===== src/rtl/sha256_pkg.sv =====
`default_nettype none

package sha256_pkg;

	typedef logic [31:0] word_t;

	// initial hash values
	localparam word_t [0:7] INIT_HASH = '{
		32'h6a09e667, 32'hbb67ae85, 32'h3c6ef372, 32'ha54ff53a,
		32'h510e527f, 32'h9b05688c, 32'h1f83d9ab, 32'h5be0cd19
	};

	// round constants
	localparam word_t [0:63] ROUND_K = '{
		32'h428a2f98, 32'h71374491, 32'hb5c0fbcf, 32'he9b5dba5,
		32'h3956c25b, 32'h59f111f1, 32'h923f82a4, 32'hab1c5ed5,
		32'hd807aa98, 32'h12835b01, 32'h243185be, 32'h550c7dc3,
		32'h72be5d74, 32'h80deb1fe, 32'h9bdc06a7, 32'hc19bf174,
		32'he49b69c1, 32'hefbe4786, 32'h0fc19dc6, 32'h240ca1cc,
		32'h2de92c6f, 32'h4a7484aa, 32'h5cb0a9dc, 32'h76f988da,
		32'h983e5152, 32'ha831c66d, 32'hb00327c8, 32'hbf597fc7,
		32'hc6e00bf3, 32'hd5a79147, 32'h06ca6351, 32'h14292967,
		32'h27b70a85, 32'h2e1b2138, 32'h4d2c6dfc, 32'h53380d13,
		32'h650a7354, 32'h766a0abb, 32'h81c2c92e, 32'h92722c85,
		32'ha2bfe8a1, 32'ha81a664b, 32'hc24b8b70, 32'hc76c51a3,
		32'hd192e819, 32'hd6990624, 32'hf40e3585, 32'h106aa070,
		32'h19a4c116, 32'h1e376c08, 32'h2748774c, 32'h34b0bcb5,
		32'h391c0cb3, 32'h4ed8aa4a, 32'h5b9cca4f, 32'h682e6ff3,
		32'h748f82ee, 32'h78a5636f, 32'h84c87814, 32'h8cc70208,
		32'h90befffa, 32'ha4506ceb, 32'hbef9a3f7, 32'hc67178f2
	};

	// byte position where the length field starts
	localparam logic [5:0] LEN_POS = 6'd56;

	function automatic word_t rotr(input word_t x, input int n);
		rotr = (x >> n) | (x << (32 - n));
	endfunction

	function automatic word_t small_s0(input word_t x);
		small_s0 = rotr(x, 7) ^ rotr(x, 18) ^ (x >> 3);
	endfunction

	function automatic word_t small_s1(input word_t x);
		small_s1 = rotr(x, 17) ^ rotr(x, 19) ^ (x >> 10);
	endfunction

	function automatic word_t big_s0(input word_t x);
		big_s0 = rotr(x, 2) ^ rotr(x, 13) ^ rotr(x, 22);
	endfunction

	function automatic word_t big_s1(input word_t x);
		big_s1 = rotr(x, 6) ^ rotr(x, 11) ^ rotr(x, 25);
	endfunction

endpackage

`default_nettype wire


===== src/rtl/sha256_message_digest.sv =====
`default_nettype none

// SHA-256 over a byte stream with bit-granular message length. A beat is taken
// when start is high and busy is low. A non-final byte leaves busy low unless it
// completes a 64-byte block; that byte is followed by the 64 rounds through the
// single round unit and the hash update. A final beat then pushes the marker,
// zero padding and length one byte per cycle except while a block compresses
// (up to about 72 bytes, plus one or two block compressions) and emits the eight
// digest words on consecutive cycles, each marked by done for exactly one cycle;
// the receiver cannot stall them, so it must take every word when done is high.
module sha256_message_digest (
	input  wire        clk,
	input  wire        arst_n,
	input  wire        start,
	output logic       busy,
	input  wire  [7:0] data_byte,
	input  wire  [3:0] valid_bits,
	input  wire        last_item,
	output logic       done,
	output logic [31:0] digest_word,
	output logic [2:0] word_index,
	output logic       last_word
);

	localparam logic [2:0] ST_IDLE = 3'd0;
	localparam logic [2:0] ST_PAD  = 3'd1;
	localparam logic [2:0] ST_RND  = 3'd2;
	localparam logic [2:0] ST_HADD = 3'd3;
	localparam logic [2:0] ST_OUT  = 3'd4;

	logic [2:0] state_q;
	logic [5:0] pos_q;
	logic [63:0] bits_q;
	logic [5:0] round_q;
	logic        final_q;
	logic        marker_q;
	logic        len_q;
	logic [2:0]  cnt_q;
	logic [23:0] cur_q;

	sha256_pkg::word_t hash_q [8];
	sha256_pkg::word_t work_q [8];
	sha256_pkg::word_t win_q [16];

	logic       accept;
	logic [3:0] nv;
	logic [7:0] final_byte;
	logic       push_en;
	logic [7:0] push_byte;
	logic       block_end;

	// round datapath
	sha256_pkg::word_t ch, maj, t1, t2, w_new;

	assign busy   = (state_q != ST_IDLE);
	assign accept = start && !busy;

	// clamp the valid bit count and build the final byte
	always_comb begin
		nv = (valid_bits > 4'd8) ? 4'd8 : valid_bits;
		final_byte = (data_byte & ~(8'hFF >> nv)) | (8'h80 >> nv);
	end

	// byte push selection
	always_comb begin
		push_en = 1'b0;
		push_byte = 8'h00;
		case (state_q)
			ST_IDLE: begin
				push_en = accept;
				push_byte = (last_item && nv != 4'd8) ? final_byte : data_byte;
			end
			ST_PAD: begin
				push_en = 1'b1;
				if (marker_q) begin
					push_byte = 8'h80;
				end else if (len_q || pos_q == sha256_pkg::LEN_POS) begin
					push_byte = bits_q[63:56];
				end else begin
					push_byte = 8'h00;
				end
			end
			default: begin
				push_en = 1'b0;
			end
		endcase
		block_end = push_en && (pos_q == 6'd63);
	end

	// one compression round
	always_comb begin
		ch = (work_q[4] & work_q[5]) ^ (~work_q[4] & work_q[6]);
		maj = (work_q[0] & work_q[1]) ^ (work_q[0] & work_q[2]) ^ (work_q[1] & work_q[2]);
		t1 = work_q[7] + sha256_pkg::big_s1(work_q[4]) + ch
			+ sha256_pkg::ROUND_K[round_q] + win_q[0];
		t2 = sha256_pkg::big_s0(work_q[0]) + maj;
		w_new = sha256_pkg::small_s1(win_q[14]) + win_q[9]
			+ sha256_pkg::small_s0(win_q[1]) + win_q[0];
	end

	// sequencer and control state
	always_ff @(posedge clk or negedge arst_n) begin
		if (!arst_n) begin
			state_q <= ST_IDLE;
			pos_q <= '0;
			bits_q <= '0;
			round_q <= '0;
			final_q <= 1'b0;
			marker_q <= 1'b0;
			len_q <= 1'b0;
			cnt_q <= '0;
			done <= 1'b0;
		end else begin
			done <= (state_q == ST_OUT);
			if (push_en) begin
				pos_q <= pos_q + 6'd1;
			end
			case (state_q)
				ST_IDLE: begin
					if (accept) begin
						if (last_item) begin
							bits_q <= bits_q + {60'd0, nv};
							final_q <= 1'b1;
							marker_q <= (nv == 4'd8);
							state_q <= block_end ? ST_RND : ST_PAD;
						end else begin
							bits_q <= bits_q + 64'd8;
							if (block_end) begin
								state_q <= ST_RND;
							end
						end
					end
				end
				ST_PAD: begin
					if (marker_q) begin
						marker_q <= 1'b0;
					end else if (len_q || pos_q == sha256_pkg::LEN_POS) begin
						len_q <= 1'b1;
						bits_q <= {bits_q[55:0], 8'h00};
					end
					if (block_end) begin
						state_q <= ST_RND;
					end
				end
				ST_RND: begin
					round_q <= round_q + 6'd1;
					if (round_q == 6'd63) begin
						state_q <= ST_HADD;
					end
				end
				ST_HADD: begin
					if (!final_q) begin
						state_q <= ST_IDLE;
					end else if (len_q) begin
						state_q <= ST_OUT;
						cnt_q <= '0;
					end else begin
						state_q <= ST_PAD;
					end
				end
				ST_OUT: begin
					cnt_q <= cnt_q + 3'd1;
					if (cnt_q == 3'd7) begin
						final_q <= 1'b0;
						len_q <= 1'b0;
						state_q <= ST_IDLE;
					end
				end
				default: begin
					state_q <= ST_IDLE;
				end
			endcase
		end
	end

	// hash words: reset value, block update, output shift and reload
	always_ff @(posedge clk or negedge arst_n) begin
		if (!arst_n) begin
			for (int i = 0; i < 8; i++) begin
				hash_q[i] <= sha256_pkg::INIT_HASH[i];
			end
		end else if (state_q == ST_HADD) begin
			for (int i = 0; i < 8; i++) begin
				hash_q[i] <= hash_q[i] + work_q[i];
			end
		end else if (state_q == ST_OUT) begin
			if (cnt_q == 3'd7) begin
				for (int i = 0; i < 8; i++) begin
					hash_q[i] <= sha256_pkg::INIT_HASH[i];
				end
			end else begin
				for (int i = 0; i < 7; i++) begin
					hash_q[i] <= hash_q[i + 1];
				end
			end
		end
	end

	// result beat registers
	always_ff @(posedge clk) begin
		if (state_q == ST_OUT) begin
			digest_word <= hash_q[0];
			word_index <= cnt_q;
			last_word <= (cnt_q == 3'd7);
		end
	end

	// byte assembly, message window and working variables
	always_ff @(posedge clk) begin
		if (push_en) begin
			cur_q <= {cur_q[15:0], push_byte};
			if (pos_q[1:0] == 2'd3) begin
				for (int i = 0; i < 15; i++) begin
					win_q[i] <= win_q[i + 1];
				end
				win_q[15] <= {cur_q, push_byte};
			end
		end else if (state_q == ST_RND) begin
			for (int i = 0; i < 15; i++) begin
				win_q[i] <= win_q[i + 1];
			end
			win_q[15] <= w_new;
		end

		if (block_end) begin
			for (int i = 0; i < 8; i++) begin
				work_q[i] <= hash_q[i];
			end
		end else if (state_q == ST_RND) begin
			work_q[7] <= work_q[6];
			work_q[6] <= work_q[5];
			work_q[5] <= work_q[4];
			work_q[4] <= work_q[3] + t1;
			work_q[3] <= work_q[2];
			work_q[2] <= work_q[1];
			work_q[1] <= work_q[0];
			work_q[0] <= t1 + t2;
		end
	end

endmodule

`default_nettype wire


===== config.mk =====
export PLATFORM = sky130hd
export DESIGN_NAME = sha256_message_digest
export DESIGN_NICKNAME = d
export VERILOG_FILES = /design/src/rtl/sha256_pkg.sv /design/src/rtl/sha256_message_digest.sv
export SDC_FILE = /design/constraint.sdc
export NUM_CORES = 2
export LEC_CHECK = 0
export BUFFER_PORTS_ARGS = -buffer_cell sky130_fd_sc_hd__buf_4
export CORE_MARGIN = 4
export CORE_UTILIZATION = 45
export DETAILED_ROUTE_END_ITERATION = 10
export PLACE_DENSITY_LB_ADDON = 0.15
export SLEW_MARGIN = 25
export SYNTH_ARGS = -nofsm -noshare
export SYNTH_HDL_FRONTEND = slang
export SYNTH_SLANG_ARGS = --single-unit
export TNS_END_PERCENT = 10

===== constraint.sdc =====
create_clock -name clk -period 20.1 [get_ports clk]
set_input_delay 3.015 -clock clk [delete_from_list [all_inputs] [get_ports clk]]
set_output_delay 3.015 -clock clk [all_outputs]
set_load 0.05 [all_outputs]

==> summary.md <==
| Metric | Value |
|---|---|
| Outcome | `finished, final reports clean` |
| Reg-to-reg startpoint | `round_q[0]` |
| Yosys top cell by area | `edfxtp_1` |
| Adder-Cell Fraction of Synth Area | `0.124` |
| Clk_lat worst skew | `just over 0.8 ns` |
| Register Area | `33600 µm²` |
| Xor and xnor area share after synthesis | `0.0694` |
| Simple-gate share of the synthesized area | `0.127` |
| Final setup vio count | `0` |
| Util after Layout | `0.497` |
| DP HPWL | `159000 µm` |
| FF-to-FF End | `work_q[0][30]` |
| Post_cts resized | `0` |
| Seq cells post-synth | `between 1000 and 1500` |
| RSZ-0062 raised after global routing | `no` |
| Die H | `slightly above 400 µm` |
| CP Launch Type | `flip-flop` |
| Post-synth top area share | `0.342` |
| Postcts setup bufs | `0` |
| CTS sink cnt | `1170` |
| Mapped Area | `72700 µm²` |
| CTS tree | `built` |
| Asr flop ratio synth | `0.292` |
| Via count | `54200` |
| Synthesis-to-finish area growth | `9.74%` |
| Final setup margin | `between 8 and 9 ns` |
| Max IR drop VDD | `89.9 µV` |
| CTS buffer count | `137` |
| Crit-path most repeated cell | `fa_1` |
| Complex-gate fraction of the synthesized area | `0.167` |
| Leak | `0.0333 µW` |
| Share of cells above drive strength 1 | `0.0790` |
| DRT met1 WL | `between 100000 and 150000 µm` |
| Critical Path RT | `20.65 ns` |
| Post-synthesis mux area share | `0.0114` |
| Hold violation count in the final report | `0` |
| Slew @ Worst Pin | `1.13 ns` |
| # hold bufs at CTS | `0` |
| Most frequent cell after synthesis | `nand2_1` |
| Place WS | `8.88 ns` |
| PD cells | `roughly 64 nW/µm²` |
| DRC | `0` |
| Buffers on Ports | `53` |
| Root buf cell | `clkbuf_16` |
| CP Max Fanout | `18` |
| Antenna cells | `0` |
| Crit path max-delay cell type | `ha_1` |
| Final wirelength | `221000 µm` |
| Number of max-cap violations | `0` |
| Fmax | `between 80 and 90 MHz` |
| Filler instances | `14700` |
| Placement-stage cell area | `75100 µm²` |
| Worst relative slew slack | `0.242` |
| Clock-pin slew on the worst setup and hold paths | `0.06 ns` |
| Main area contributors after synthesis | `edfxtp_1, dfrtp_1, ha_1, fa_1, nand2_1` |
| Multi-input gate area | `between 30000 and 40000 µm²` |
| Core ar. | `161000 µm²` |
| Tmin final | `11.29 ns` |
| Initial DRC count | `~5200` |
| Critical path class | `reg -> reg` |
| Design area | `79700 µm²` |
| Largest net degree at the start of global routing | `219` |
| GRT Residual Overflow | `0` |
| Maximum root-to-sink buffer count | `3` |
| Uppermost layer routed | `met5` |
| Die Area | `168000 µm²` |
| Post-synth top cells | `nand2_1, edfxtp_1, a21oi_1` |
| Count of different cell masters after synthesis | `97` |
| Post-Syn Nets | `~7700` |
| Setup total negative slack | `0 ns` |
| HP Class | `reg -> reg` |
| Synthesized instance count | `7108` |
| Main combinational cell family by area after synthesis | `compound AO/OA/AOI/OAI gates` |
| Initial antenna violation count | `1` |
| WP data arrival | `approximately 12 ns` |
| Clock skew | `0.0563 ns` |
| Vias in the first global route | `approximately 52000` |
| Max incr delay on CP | `0.80 ns` |
| Die span in x | `410 µm` |
| Period utilization | `0.562` |
| Sequential share of the synthesized area | `0.462` |
| Gr usage total | `0.260` |
| Detail Route met3 WL | `13700 µm` |
| DR WL/cell | `around 24 µm` |
| Nets | `7645` |
| Met2 Wirelength | `approximately 100000 µm` |
| Global-route wire length before repair | `334000 µm` |
| Hold Path Cell Cnt | `0` |
| Synth Flop Type | `edfxtp_1` |
| Worst min-delay path startpoint | `win_q[0][93]` |
| Initial Utilization | `0.453` |
| Synth warn | `0` |
| Hold Path End | `win_q[0][61]` |
| Post-synth EDFFs | `approximately 830` |
| Avg Cell Area, Syn | `10.2 µm²` |
| Post-route antenna net violation count | `0` |
| CP endpoint kind | `flip-flop` |
| Min Hold Slack | `0.404 ns` |
| Vias/cell | `5.83` |
| Reg2reg setup slack | `8.81 ns` |
| CTS H-tree lvls | `4` |
| Placer Congestion | `0.954` |
| # rows | `between 100 and 150` |
| Pins Over Slew Limit | `0` |
| IO Count | `54` |
| First-pass detailed-route iteration total | `6` |
| Path depth of the worst reg2reg path | `35` |
==> registers in the layout, summed over array words and instances, names as in the netlist, 3 cells and up <==
signal and cells:
bits_q 64, cnt_q 3, cur_q 24, digest_word 32, hash_q 256, pos_q 6, round_q 6, state_q 3
win_q 512, word_index 3, work_q 256
==> kinds of logic after synthesis <==
family          Yosys count
simple gates           1997
mux                      66
flops                  1170
xor+xnor                574
buf+inv                 758
compound gates         1941
fa+ha+maj               602
==> cell type report <==
class / instances / share of cell area
Tap cell: 2160 / 0.0339
Clock buffer: 198 / 0.0479
Sequential cell: 1170 / 0.421
Multi-Input combinational cell: 5180 / 0.455
Clock inverter: 51 / 0.00899
Inverter: 414 / 0.0196
Timing Repair Buffer: 128 / 0.0134
==> where the power goes <==
part	internal (µW)	switching, µW	leakage [µW]
combinational	4.15	19.1	0.0184
sequential	2560	0	0.0127
clock	1430	1070	0.00217
==> how the worst max path moves through the flow <==
stage / start / to / slack [ns] / cells past startpoint
floorplan: start / win_q[0][0] / 3.69 / 6
global placement: round_q[0] / work_q[0][30] / 9.02 / 35
detailed placement: round_q[0] / work_q[0][30] / 8.88 / 35
CTS: round_q[0] / work_q[0][30] / 8.90 / 35
global route: round_q[0] / work_q[0][30] / 8.22 / 35
finish: round_q[0] / work_q[0][30] / 8.81 / 35
==> per-layer routing <==
layer / vias up / track usage
li1: 25400 / -
met1: 27000 / 0.376
met2: 1589 / 0.405
met3: 313 / 0.0415
met4: 2 / 0.0714
met5: - / 0
==> layout by cell type, fill, tap and decap left out, drive strengths merged, types with 26 or more instances in the layout <==
cell / count
a211oi: 96
a21o: 187
a21oi: 568
a31oi: 44
and2: 32
and3: 52
buf: 128
clkbuf: 198
clkinv: 36
dfrtp: 206
dfstp: 136
edfxtp: 828
fa: 196
ha: 402
inv: 417
mux2: 26
mux2i: 29
nand2: 965
nand2b: 63
nand3: 109
nand4: 32
nor2: 329
nor2b: 62
nor3: 109
nor3b: 77
o211ai: 89
o21a: 69
o21ai: 498
o21bai: 56
o22ai: 54
o31ai: 40
or3: 89
xnor2: 324
xor2: 249
==> metrics by stage <==
stage	total power (µW)	instances
floorplan	2610	7108
global placement	2630	9050
detailed placement	2630	9050
CTS	5150	9299
global route	5270	9301
finish	5090	9301
==> critical path, delay by kind of cell, from the launching register on <==
family	cells	cell delay, ns
buffers and inverters	5	0.90
DFF	1	0.71
AOI/OAI and AO/OA	13	3.71
and+or+nand+nor	8	1.54
muxes	1	0.54
adders and majority gates	8	3.65
Note: power is estimated with default switching activity, not from simulation.
